## src/mrp_pkg.sv

```systemverilog
// ----------------------------------------------------------------------------
// mrp_pkg
// shared widths, codes and the job record passed from front to back
// ----------------------------------------------------------------------------
package mrp_pkg;

    localparam int CHAR_W    = 8;
    localparam int POS_W     = 4;
    localparam int MANT_W    = 27;
    localparam int EXP_W     = 7;
    localparam int VALUE_W   = 64;
    localparam int OFFSET_W  = 32;
    localparam int CFG_IDX_W = 1;

    localparam int QUEUE_DEPTH = 2;
    localparam int QPTR_W      = $clog2(QUEUE_DEPTH);
    localparam int QCNT_W      = $clog2(QUEUE_DEPTH + 1);

    localparam logic [CFG_IDX_W-1:0] CFG_MODE   = 1'b0;
    localparam logic [CFG_IDX_W-1:0] CFG_OFFSET = 1'b1;

    typedef struct packed {
        logic [MANT_W-1:0] mant;
        logic [EXP_W-1:0]  expo;
        logic              value_neg;
        logic              exp_neg;
        logic              marker_seen;
    } t_job;

endpackage

```

## src/mrp_front.sv

```systemverilog
// ----------------------------------------------------------------------------
// mrp_front
// character front end: digit mapping, positional accumulation, job hand-off
// ----------------------------------------------------------------------------
module mrp_front (
    input  logic                        i_clk,
    input  logic                        i_rst_n,
    input  logic                        i_valid,
    output logic                        o_ready,
    input  logic [mrp_pkg::CHAR_W-1:0]  i_char,
    input  logic                        i_last,
    output logic                        o_push_valid,
    input  logic                        i_push_ready,
    output mrp_pkg::t_job               o_push_job
);

    localparam logic [mrp_pkg::POS_W-1:0]  POS_LAST   = 4'd14;
    localparam logic [mrp_pkg::POS_W-1:0]  POS_SIGN   = 4'd0;
    localparam logic [mrp_pkg::POS_W-1:0]  POS_MARKER = 4'd11;
    localparam logic [mrp_pkg::POS_W-1:0]  POS_ESIGN  = 4'd12;
    localparam logic [mrp_pkg::POS_W-1:0]  POS_ETENS  = 4'd13;
    localparam logic [mrp_pkg::POS_W-1:0]  POS_EUNITS = 4'd14;
    localparam logic [mrp_pkg::CHAR_W-1:0] CH_MINUS   = 8'h2D;
    localparam logic [mrp_pkg::CHAR_W-1:0] CH_E       = 8'h45;
    localparam logic [mrp_pkg::CHAR_W-1:0] CH_ZERO    = 8'h30;
    localparam logic [mrp_pkg::CHAR_W-1:0] CH_NINE    = 8'h39;

    function automatic logic [23:0] mant_weight(input logic [mrp_pkg::POS_W-1:0] pos);
        logic [23:0] w;
        case (pos)
            4'd1:    w = 24'd10000000;
            4'd3:    w = 24'd1000000;
            4'd4:    w = 24'd100000;
            4'd5:    w = 24'd10000;
            4'd6:    w = 24'd1000;
            4'd7:    w = 24'd100;
            4'd8:    w = 24'd10;
            4'd9:    w = 24'd1;
            default: w = 24'd0;
        endcase
        return w;
    endfunction

    // missing positions from pos on, each counted as digit ten
    function automatic logic [mrp_pkg::MANT_W-1:0] mant_fill(
        input logic [mrp_pkg::POS_W-1:0] pos);
        logic [mrp_pkg::MANT_W-1:0] f;
        case (pos)
            4'd0, 4'd1: f = 27'd111111110;
            4'd2, 4'd3: f = 27'd11111110;
            4'd4:       f = 27'd1111110;
            4'd5:       f = 27'd111110;
            4'd6:       f = 27'd11110;
            4'd7:       f = 27'd1110;
            4'd8:       f = 27'd110;
            4'd9:       f = 27'd10;
            default:    f = 27'd0;
        endcase
        return f;
    endfunction

    function automatic logic [mrp_pkg::EXP_W-1:0] exp_fill(
        input logic [mrp_pkg::POS_W-1:0] pos);
        logic [mrp_pkg::EXP_W-1:0] f;
        case (pos)
            4'd14:   f = 7'd10;
            4'd15:   f = 7'd0;
            default: f = 7'd110;
        endcase
        return f;
    endfunction

    logic [mrp_pkg::POS_W-1:0]  r_pos,    n_pos;
    logic [mrp_pkg::MANT_W-1:0] r_mant,   n_mant;
    logic [mrp_pkg::EXP_W-1:0]  r_exp,    n_exp;
    logic                       r_vneg,   n_vneg;
    logic                       r_eseen,  n_eseen;
    logic                       r_eneg,   n_eneg;

    logic                       w_active;
    logic [3:0]                 w_digit;
    logic [mrp_pkg::MANT_W-1:0] w_mant_term;
    logic [mrp_pkg::EXP_W-1:0]  w_exp_term;
    logic [mrp_pkg::POS_W-1:0]  w_pos_adv;
    logic [mrp_pkg::MANT_W-1:0] w_mant_upd;
    logic [mrp_pkg::EXP_W-1:0]  w_exp_upd;
    logic                       w_vneg_upd;
    logic                       w_eseen_upd;
    logic                       w_eneg_upd;
    logic                       w_accept;

    assign o_ready  = i_push_ready;
    assign w_accept = i_valid && i_push_ready;
    assign w_active = (r_pos <= POS_LAST);
    assign w_digit  = (i_char >= CH_ZERO && i_char <= CH_NINE) ? i_char[3:0] : 4'd10;

    always_comb begin
        w_mant_term = '0;
        w_exp_term  = '0;
        if (w_active) begin
            w_mant_term = mrp_pkg::MANT_W'(w_digit) * mrp_pkg::MANT_W'(mant_weight(r_pos));
            if (r_pos == POS_ETENS) begin
                w_exp_term = mrp_pkg::EXP_W'(w_digit) * 7'd10;
            end else if (r_pos == POS_EUNITS) begin
                w_exp_term = mrp_pkg::EXP_W'(w_digit);
            end
        end
        w_pos_adv   = w_active ? r_pos + 4'd1 : r_pos;
        w_mant_upd  = r_mant + w_mant_term;
        w_exp_upd   = r_exp + w_exp_term;
        w_vneg_upd  = (w_active && r_pos == POS_SIGN)   ? (i_char == CH_MINUS) : r_vneg;
        w_eseen_upd = (w_active && r_pos == POS_MARKER) ? (i_char == CH_E)     : r_eseen;
        w_eneg_upd  = (w_active && r_pos == POS_ESIGN)  ? (i_char == CH_MINUS) : r_eneg;
    end

    assign o_push_valid            = i_valid && i_last;
    assign o_push_job.mant         = w_mant_upd + mant_fill(w_pos_adv);
    assign o_push_job.expo         = w_exp_upd + exp_fill(w_pos_adv);
    assign o_push_job.value_neg    = w_vneg_upd;
    assign o_push_job.exp_neg      = w_eneg_upd;
    assign o_push_job.marker_seen  = w_eseen_upd;

    always_comb begin
        n_pos   = r_pos;
        n_mant  = r_mant;
        n_exp   = r_exp;
        n_vneg  = r_vneg;
        n_eseen = r_eseen;
        n_eneg  = r_eneg;
        if (w_accept) begin
            if (i_last) begin
                n_pos   = '0;
                n_mant  = '0;
                n_exp   = '0;
                n_vneg  = 1'b0;
                n_eseen = 1'b0;
                n_eneg  = 1'b0;
            end else begin
                n_pos   = w_pos_adv;
                n_mant  = w_mant_upd;
                n_exp   = w_exp_upd;
                n_vneg  = w_vneg_upd;
                n_eseen = w_eseen_upd;
                n_eneg  = w_eneg_upd;
            end
        end
    end

    always_ff @(posedge i_clk) begin
        if (!i_rst_n) begin
            r_pos   <= '0;
            r_mant  <= '0;
            r_exp   <= '0;
            r_vneg  <= 1'b0;
            r_eseen <= 1'b0;
            r_eneg  <= 1'b0;
        end else begin
            r_pos   <= n_pos;
            r_mant  <= n_mant;
            r_exp   <= n_exp;
            r_vneg  <= n_vneg;
            r_eseen <= n_eseen;
            r_eneg  <= n_eneg;
        end
    end

endmodule

```

## src/mrp_queue.sv

```systemverilog
// ----------------------------------------------------------------------------
// mrp_queue
// short job queue between front end and arithmetic back end
// ----------------------------------------------------------------------------
module mrp_queue (
    input  logic          i_clk,
    input  logic          i_rst_n,
    input  logic          i_push_valid,
    output logic          o_push_ready,
    input  mrp_pkg::t_job i_push_job,
    output logic          o_pop_valid,
    input  logic          i_pop_ready,
    output mrp_pkg::t_job o_pop_job
);

    mrp_pkg::t_job                  r_mem [mrp_pkg::QUEUE_DEPTH];
    logic [mrp_pkg::QPTR_W-1:0]     r_wr_ptr, n_wr_ptr;
    logic [mrp_pkg::QPTR_W-1:0]     r_rd_ptr, n_rd_ptr;
    logic [mrp_pkg::QCNT_W-1:0]     r_count,  n_count;
    logic                           w_push;
    logic                           w_pop;

    assign o_push_ready = (r_count != mrp_pkg::QCNT_W'(mrp_pkg::QUEUE_DEPTH));
    assign o_pop_valid  = (r_count != '0);
    assign o_pop_job    = r_mem[r_rd_ptr];
    assign w_push       = i_push_valid && o_push_ready;
    assign w_pop        = o_pop_valid && i_pop_ready;

    function automatic logic [mrp_pkg::QPTR_W-1:0] ptr_inc(
        input logic [mrp_pkg::QPTR_W-1:0] p);
        logic [mrp_pkg::QPTR_W-1:0] r;
        if (p == mrp_pkg::QPTR_W'(mrp_pkg::QUEUE_DEPTH - 1)) begin
            r = '0;
        end else begin
            r = p + 1'b1;
        end
        return r;
    endfunction

    always_comb begin
        n_wr_ptr = w_push ? ptr_inc(r_wr_ptr) : r_wr_ptr;
        n_rd_ptr = w_pop  ? ptr_inc(r_rd_ptr) : r_rd_ptr;
        n_count  = r_count;
        if (w_push && !w_pop) begin
            n_count = r_count + 1'b1;
        end else if (w_pop && !w_push) begin
            n_count = r_count - 1'b1;
        end
    end

    always_ff @(posedge i_clk) begin
        if (w_push) begin
            r_mem[r_wr_ptr] <= i_push_job;
        end
    end

    always_ff @(posedge i_clk) begin
        if (!i_rst_n) begin
            r_wr_ptr <= '0;
            r_rd_ptr <= '0;
            r_count  <= '0;
        end else begin
            r_wr_ptr <= n_wr_ptr;
            r_rd_ptr <= n_rd_ptr;
            r_count  <= n_count;
        end
    end

endmodule

```

## src/mrp_back.sv

```systemverilog
// ----------------------------------------------------------------------------
// mrp_back
// reading arithmetic: exponent scaling, current scaling, sign, offset, clamp
// ----------------------------------------------------------------------------
module mrp_back (
    input  logic                          i_clk,
    input  logic                          i_rst_n,
    input  logic                          i_pop_valid,
    output logic                          o_pop_ready,
    input  mrp_pkg::t_job                 i_pop_job,
    input  logic                          i_cur_mode,
    input  logic [mrp_pkg::OFFSET_W-1:0]  i_cur_offset,
    output logic                          o_out_valid,
    input  logic                          i_out_ready,
    output logic [mrp_pkg::VALUE_W-1:0]   o_out_value,
    output logic                          o_out_ovf
);

    localparam int SUM_W = mrp_pkg::VALUE_W + 2;
    localparam int PP_W  = 42;

    localparam logic [2:0] ST_IDLE = 3'd0;
    localparam logic [2:0] ST_ITER = 3'd1;
    localparam logic [2:0] ST_SCL1 = 3'd2;
    localparam logic [2:0] ST_SCL2 = 3'd3;
    localparam logic [2:0] ST_SGN  = 3'd4;
    localparam logic [2:0] ST_ADD  = 3'd5;

    localparam logic [31:0] DIV10_RECIP = 32'hCCCCCCCD;
    localparam logic [9:0]  CUR_SCALE   = 10'd750;
    localparam logic [mrp_pkg::VALUE_W-1:0] MAG_MAX = '1;
    localparam logic [mrp_pkg::VALUE_W-1:0] INT_MAX = {1'b0, {(mrp_pkg::VALUE_W-1){1'b1}}};
    localparam logic [mrp_pkg::VALUE_W-1:0] INT_MIN = {1'b1, {(mrp_pkg::VALUE_W-1){1'b0}}};

    logic [2:0]                   r_state, n_state;
    logic [mrp_pkg::VALUE_W-1:0]  r_mag,   n_mag;
    logic [mrp_pkg::EXP_W-1:0]    r_cnt,   n_cnt;
    logic                         r_neg,   n_neg;
    logic                         r_eneg,  n_eneg;
    logic [PP_W-1:0]              r_pa,    n_pa;
    logic [PP_W-1:0]              r_pb,    n_pb;
    logic signed [SUM_W-1:0]      r_sv,    n_sv;
    logic                         r_out_valid, n_out_valid;
    logic [mrp_pkg::VALUE_W-1:0]  r_out_value, n_out_value;
    logic                         r_out_ovf,   n_out_ovf;

    logic [63:0]                  w_prod;
    logic [mrp_pkg::VALUE_W-1:0]  w_quot;
    logic [mrp_pkg::VALUE_W+3:0]  w_x10;
    logic [mrp_pkg::VALUE_W+9:0]  w_scaled;
    logic signed [SUM_W-1:0]      w_sum;
    logic [mrp_pkg::OFFSET_W-1:0] w_off;
    logic                         w_out_free;

    // divide path only ever sees the 27-bit mantissa or less
    assign w_prod   = 64'(r_mag[31:0]) * 64'(DIV10_RECIP);
    assign w_quot   = mrp_pkg::VALUE_W'(w_prod[63:35]);
    assign w_x10    = {1'b0, r_mag, 3'b000} + {3'b000, r_mag, 1'b0};
    assign w_scaled = {r_pb, 32'd0} + {32'd0, r_pa};
    assign w_off    = i_cur_mode ? i_cur_offset : '0;
    assign w_sum    = r_sv + {{(SUM_W-mrp_pkg::OFFSET_W){w_off[mrp_pkg::OFFSET_W-1]}}, w_off};
    assign w_out_free = !r_out_valid || i_out_ready;

    assign o_pop_ready = (r_state == ST_IDLE);
    assign o_out_valid = r_out_valid;
    assign o_out_value = r_out_value;
    assign o_out_ovf   = r_out_ovf;

    always_comb begin
        n_state     = r_state;
        n_mag       = r_mag;
        n_cnt       = r_cnt;
        n_neg       = r_neg;
        n_eneg      = r_eneg;
        n_pa        = r_pa;
        n_pb        = r_pb;
        n_sv        = r_sv;
        n_out_valid = r_out_valid;
        n_out_value = r_out_value;
        n_out_ovf   = r_out_ovf;
        if (r_out_valid && i_out_ready) begin
            n_out_valid = 1'b0;
        end
        case (r_state)
            ST_IDLE: begin
                if (i_pop_valid) begin
                    n_mag   = i_pop_job.marker_seen ?
                              mrp_pkg::VALUE_W'(i_pop_job.mant) : '0;
                    n_cnt   = i_pop_job.marker_seen ? i_pop_job.expo : '0;
                    n_neg   = i_pop_job.marker_seen && i_pop_job.value_neg;
                    n_eneg  = i_pop_job.exp_neg;
                    n_state = ST_ITER;
                end
            end
            ST_ITER: begin
                if (r_cnt == '0 || r_mag == '0) begin
                    n_state = i_cur_mode ? ST_SCL1 : ST_SGN;
                end else begin
                    n_cnt = r_cnt - 1'b1;
                    if (r_eneg) begin
                        n_mag = w_quot;
                    end else if (w_x10[mrp_pkg::VALUE_W+3:mrp_pkg::VALUE_W] != '0) begin
                        n_mag = MAG_MAX;
                    end else begin
                        n_mag = w_x10[mrp_pkg::VALUE_W-1:0];
                    end
                end
            end
            ST_SCL1: begin
                n_pa    = PP_W'(r_mag[31:0]) * PP_W'(CUR_SCALE);
                n_pb    = PP_W'(r_mag[63:32]) * PP_W'(CUR_SCALE);
                n_state = ST_SCL2;
            end
            ST_SCL2: begin
                n_mag   = (w_scaled[mrp_pkg::VALUE_W+9:mrp_pkg::VALUE_W] != '0) ?
                          MAG_MAX : w_scaled[mrp_pkg::VALUE_W-1:0];
                n_state = ST_SGN;
            end
            ST_SGN: begin
                n_sv    = r_neg ? -$signed({2'b00, r_mag}) : $signed({2'b00, r_mag});
                n_state = ST_ADD;
            end
            ST_ADD: begin
                if (w_out_free) begin
                    n_out_valid = 1'b1;
                    if (w_sum[SUM_W-1:SUM_W-3] == 3'b000 ||
                        w_sum[SUM_W-1:SUM_W-3] == 3'b111) begin
                        n_out_value = w_sum[mrp_pkg::VALUE_W-1:0];
                        n_out_ovf   = 1'b0;
                    end else begin
                        n_out_value = w_sum[SUM_W-1] ? INT_MIN : INT_MAX;
                        n_out_ovf   = 1'b1;
                    end
                    n_state = ST_IDLE;
                end
            end
            default: begin
                n_state = ST_IDLE;
            end
        endcase
    end

    always_ff @(posedge i_clk) begin
        r_mag       <= n_mag;
        r_cnt       <= n_cnt;
        r_neg       <= n_neg;
        r_eneg      <= n_eneg;
        r_pa        <= n_pa;
        r_pb        <= n_pb;
        r_sv        <= n_sv;
        r_out_value <= n_out_value;
        r_out_ovf   <= n_out_ovf;
    end

    always_ff @(posedge i_clk) begin
        if (!i_rst_n) begin
            r_state     <= ST_IDLE;
            r_out_valid <= 1'b0;
        end else begin
            r_state     <= n_state;
            r_out_valid <= n_out_valid;
        end
    end

endmodule

```

## src/meter_reading_parser.sv

```systemverilog
// result path: the last character of a reading pushes its job into the queue; the back end
//   then steps the decimal exponent e (0 to 110), in current mode scales the value, applies
//   the sign and, in current mode, the offset; the exponent loop stops early once the value reaches zero
// throughput: one character per cycle while the two-entry job queue has room; the
//   arithmetic unit takes one reading at a time, one exponent step per cycle
// reset: synchronous, active low; clears the partial reading, the queue, the output
//   valid flag and both configuration registers
// ----------------------------------------------------------------------------
// meter_reading_parser
// ascii multimeter reading to saturated signed 64-bit integer
// ----------------------------------------------------------------------------
module meter_reading_parser (
    input  logic                             i_clk,
    input  logic                             i_rst_n,
    input  logic                             s_axis_tvalid,
    output logic                             s_axis_tready,
    input  logic [7:0]                       s_axis_tdata,  // char_in[7:0]
    input  logic                             s_axis_tlast,
    output logic                             m_axis_tvalid,
    input  logic                             m_axis_tready,
    output logic [63:0]                      m_axis_tdata,  // reading_value[63:0]
    output logic                             m_axis_tuser,  // overflow
    input  logic                             i_cfg_valid,
    output logic                             o_cfg_ready,
    input  logic [mrp_pkg::CFG_IDX_W-1:0]    i_cfg_index,
    input  logic [31:0]                      i_cfg_data
);

    logic                            r_cur_mode,   n_cur_mode;
    logic [mrp_pkg::OFFSET_W-1:0]    r_cur_offset, n_cur_offset;

    logic                            w_push_valid;
    logic                            w_push_ready;
    mrp_pkg::t_job                   w_push_job;
    logic                            w_pop_valid;
    logic                            w_pop_ready;
    mrp_pkg::t_job                   w_pop_job;

    assign o_cfg_ready = 1'b1;

    always_comb begin
        n_cur_mode   = r_cur_mode;
        n_cur_offset = r_cur_offset;
        if (i_cfg_valid) begin
            case (i_cfg_index)
                mrp_pkg::CFG_MODE:   n_cur_mode   = i_cfg_data[0];
                mrp_pkg::CFG_OFFSET: n_cur_offset = i_cfg_data;
                default: begin
                    n_cur_mode = r_cur_mode;
                end
            endcase
        end
    end

    always_ff @(posedge i_clk) begin
        if (!i_rst_n) begin
            r_cur_mode   <= 1'b0;
            r_cur_offset <= '0;
        end else begin
            r_cur_mode   <= n_cur_mode;
            r_cur_offset <= n_cur_offset;
        end
    end

    mrp_front u_front (
        .i_clk        (i_clk),
        .i_rst_n      (i_rst_n),
        .i_valid      (s_axis_tvalid),
        .o_ready      (s_axis_tready),
        .i_char       (s_axis_tdata),
        .i_last       (s_axis_tlast),
        .o_push_valid (w_push_valid),
        .i_push_ready (w_push_ready),
        .o_push_job   (w_push_job)
    );

    mrp_queue u_queue (
        .i_clk        (i_clk),
        .i_rst_n      (i_rst_n),
        .i_push_valid (w_push_valid),
        .o_push_ready (w_push_ready),
        .i_push_job   (w_push_job),
        .o_pop_valid  (w_pop_valid),
        .i_pop_ready  (w_pop_ready),
        .o_pop_job    (w_pop_job)
    );

    mrp_back u_back (
        .i_clk        (i_clk),
        .i_rst_n      (i_rst_n),
        .i_pop_valid  (w_pop_valid),
        .o_pop_ready  (w_pop_ready),
        .i_pop_job    (w_pop_job),
        .i_cur_mode   (r_cur_mode),
        .i_cur_offset (r_cur_offset),
        .o_out_valid  (m_axis_tvalid),
        .i_out_ready  (m_axis_tready),
        .o_out_value  (m_axis_tdata),
        .o_out_ovf    (m_axis_tuser)
    );

endmodule
```

## config.mk

```make
export PLATFORM = sky130hd
export DESIGN_NAME = meter_reading_parser
export DESIGN_NICKNAME = d
export VERILOG_FILES = /design/src/mrp_pkg.sv /design/src/mrp_front.sv /design/src/mrp_queue.sv /design/src/mrp_back.sv /design/src/meter_reading_parser.sv
export SDC_FILE = /design/constraint.sdc
export NUM_CORES = 2
export LEC_CHECK = 0
export CORE_MARGIN = 4
export CORE_UTILIZATION = 35
export CTS_BUF_LIST = sky130_fd_sc_hd__clkbuf_2 sky130_fd_sc_hd__clkbuf_4 sky130_fd_sc_hd__clkbuf_8
export DETAILED_ROUTE_END_ITERATION = 6
export DONT_BUFFER_PORTS = 1
export PLACE_DENSITY = 0.47
export SYNTH_ARGS = -nofsm -noshare
export SYNTH_HDL_FRONTEND = slang
export SYNTH_SLANG_ARGS = --single-unit
```

## constraint.sdc

```tcl
create_clock -name i_clk -period 10.96 [get_ports i_clk]
set_input_delay 0.548 -clock i_clk [delete_from_list [all_inputs] [get_ports i_clk]]
set_output_delay 0.548 -clock i_clk [all_outputs]
set_load 0.01 [all_outputs]
```

==> reports/results.ini <==
[timing]
drv_slew=0
finClkSkew_ns=0.0574
tns_ns=0
worst_pin_slew_ns=1.15
setup_viol=0
timing.fmax_ghz=0.101
period_needed_ns=9.87
fin_crit_sh=0.901
rsz0062_at_grt=no
final-hold-violation-count=0
max_slew_margin=0.234

[route]
routedWlPerCell_um=22.6
antenna_left=0
via_per_inst=5.15
top_layer=met4
wl_met2_mm=90.1
firstDrtPassIters=6
wl_met1_mm=94.1
remaining_drc_errors=0
route.met3.wl_mm=10.6
drt_iter0_drc=3169
routed_wl_mm=199
vias=45200

[global_routing]
grt_pass1_wl_mm=302
antenna_found_initial=11
grt_max_degree=67
overflow=0
grt_usage=0.215
grt_pass1_vias=47000

[yosys]
synth.area.top_cells=fa_1 (26%), edfxtp_1 (17%), ha_1 (16%), inv_1 (7.2%), xnor2_1 (3.8%)
ys_ff_latch=459
ys.flop_type=edfxtp_1
yosys.area.top_type=fa_1
yosysWarnings=0
yosysUniqueCellTypes=103
synth_top_area_share=0.262
netlist_instances=6294
syn_area_per_cell_um2=9.85
async_flop_share=0
synth_seq_area_share=0.206
synth_fp_nets=7943
synth-edff-count=360
syn_area_um2=62000

[setup_path]
crit_type=flip-flop to flip-flop
critical_path.max_fanout=13
startpoint_type=flip-flop
cp.arrival_ns=10.45
required_ns=11.54
crit_path_end_kind=flip-flop

[floorplan]
die_width_um=429
fp-row-count=154
fp.dieH_um=429
ios=115
start_util=0.352
dieArea_um2=184000
core_area_um2=176000

[placement]
place_congestion=0.946
portBuffers=0
hpwl_mm=162

[finish]
multiInputGateArea_um2=44200
area_delta_synth_final_pct=8.90
ff_latch_area_um2=12800
drive_above_1_share=0.0463
nets=8004
fill_cells=17700
layout_commonest_cell=inv_1
final_cell_mix=inv_1 (1194), fa_1 (811), ha_1 (791)

[clocking]
clk_pin_slew_worst_paths_ns=0.07
cts_tree=built
clock-sinks=459
cts_inserted_buffers=95
htree_levels=3
worstSkewPairLatency_ns=0.86
clock_path_buffers=3
root_buffer=clkbuf_8

[min_path]
hold_class=primary input to flip-flop

[status]
outcome=complete, no violations

[job]
drv_cap=0

## metal layers
layer / vias to the layer above / global-route usage
li1: 21200 / -
met1: 22700 / 0.311
met2: 1093 / 0.343
met3: 198 / 0.0334
met4: 0 / 0.0446
met5: - / 0
## registers in the layout (all words and copies together), names as in the netlist, 2 cells and up, named ones only
name                flops
u_back.r_pa            41
u_back.r_state          3
r_cur_offset           32
u_back.r_pb            41
u_front.r_exp           7
u_queue.r_count         2
u_back.r_mag           64
u_queue.r_mem          74
u_front.r_pos           4
u_front.r_mant         27
u_back.r_sv            66
u_back.r_cnt            7
u_back.o_out_value     64
## cell usage after synthesis, drive strengths merged (28+ instances only)
cell,number
and2,96
nand2,360
a21boi,49
a211oi,33
nand3,102
a31oi,76
mux2i,33
ha,791
fa,811
o211ai,37
clkbuf,131
nand2b,45
a22oi,33
o21a,34
o31ai,28
a21o,145
and3,70
o21bai,60
nor3,74
nor2,227
xnor2,269
edfxtp,360
o21ai,337
dfxtp,99
inv,1194
nor2b,77
xor2,102
a21oi,289
nand4,57
## path summary, 6_finish.rpt
check                                 startpoint          endpoint  slack (ns)  cells past startpoint
worst max-delay path            u_back.r_mag[15]  u_back.r_mag[27]        1.09                     25
worst min-delay path                s_axis_tlast  u_queue.r_wr_ptr        0.11                      3
worst max register to register  u_back.r_mag[15]  u_back.r_mag[27]        1.09                     25
worst min register to register  r_cur_offset[12]  r_cur_offset[12]        0.46                      2
## cell type report
type,count,share of cell area
Multi-Input combinational cell,4492,0.654
Tap cell,2340,0.0434
Antenna cell,6,0.000222
Sequential cell,459,0.190
Inverter,1194,0.0664
Timing Repair Buffer,113,0.0149
Clock inverter,45,0.00708
Clock buffer,131,0.0244
## cells by family after synthesis
logic type / synth area share
simple gates: 0.0963
compound gates: 0.133
mux: 0.00733
other cells: 0.0000605
fa+ha+maj: 0.422
buf+inv: 0.0824
flops: 0.206
xor+xnor: 0.0531
## worst max-delay path, cell delays in order (launching register included)
cell and delay, ns:
edfxtp_1 0.94, inv_1 0.28, ha_1 0.58, inv_1 0.15, fa_1 0.48, fa_1 0.54
inv_1 0.05, fa_1 0.45, fa_1 0.55, inv_1 0.06, fa_1 0.48, inv_1 0.05
fa_1 0.50, fa_1 0.49, ha_1 0.34, a21oi_1 0.17, nor2_1 0.05, o41ai_1 0.66
o2111ai_1 0.26, o211ai_1 0.82, a21oi_1 0.29, o211ai_1 0.48, o21ai_1 0.28, a311o_1 0.38
a21oi_1 0.14, o21ai_1 0.09
## repair_timing
action	CTS	global route
buffers inserted	0	0
resized for setup	0	0
endpoints found under the hold margin	87	0
hold buffers	56	0
## metrics by stage
| step | hold WS, ns | cell area [um^2] | cells | worst slack, ns | utilization |
|---|---|---|---|---|---|
| after floorplan | 0.439 | 62000 | 6294 | 2.70 | - |
| after global placement | 0.445 | 64800 | 8542 | 1.35 | 0.368 |
| after detailed placement | 0.453 | 64800 | 8542 | 1.11 | 0.368 |
| after CTS | 0.00534 | 67500 | 8774 | 1.08 | 0.383 |
| after global routing | 0.0718 | 67500 | 8779 | 0.685 | 0.383 |
| final | 0.108 | 67500 | 8780 | 1.09 | 0.383 |
Power is not shown: default switching activity piles up to over one toggle a cycle in this logic, so the estimate is an artifact.
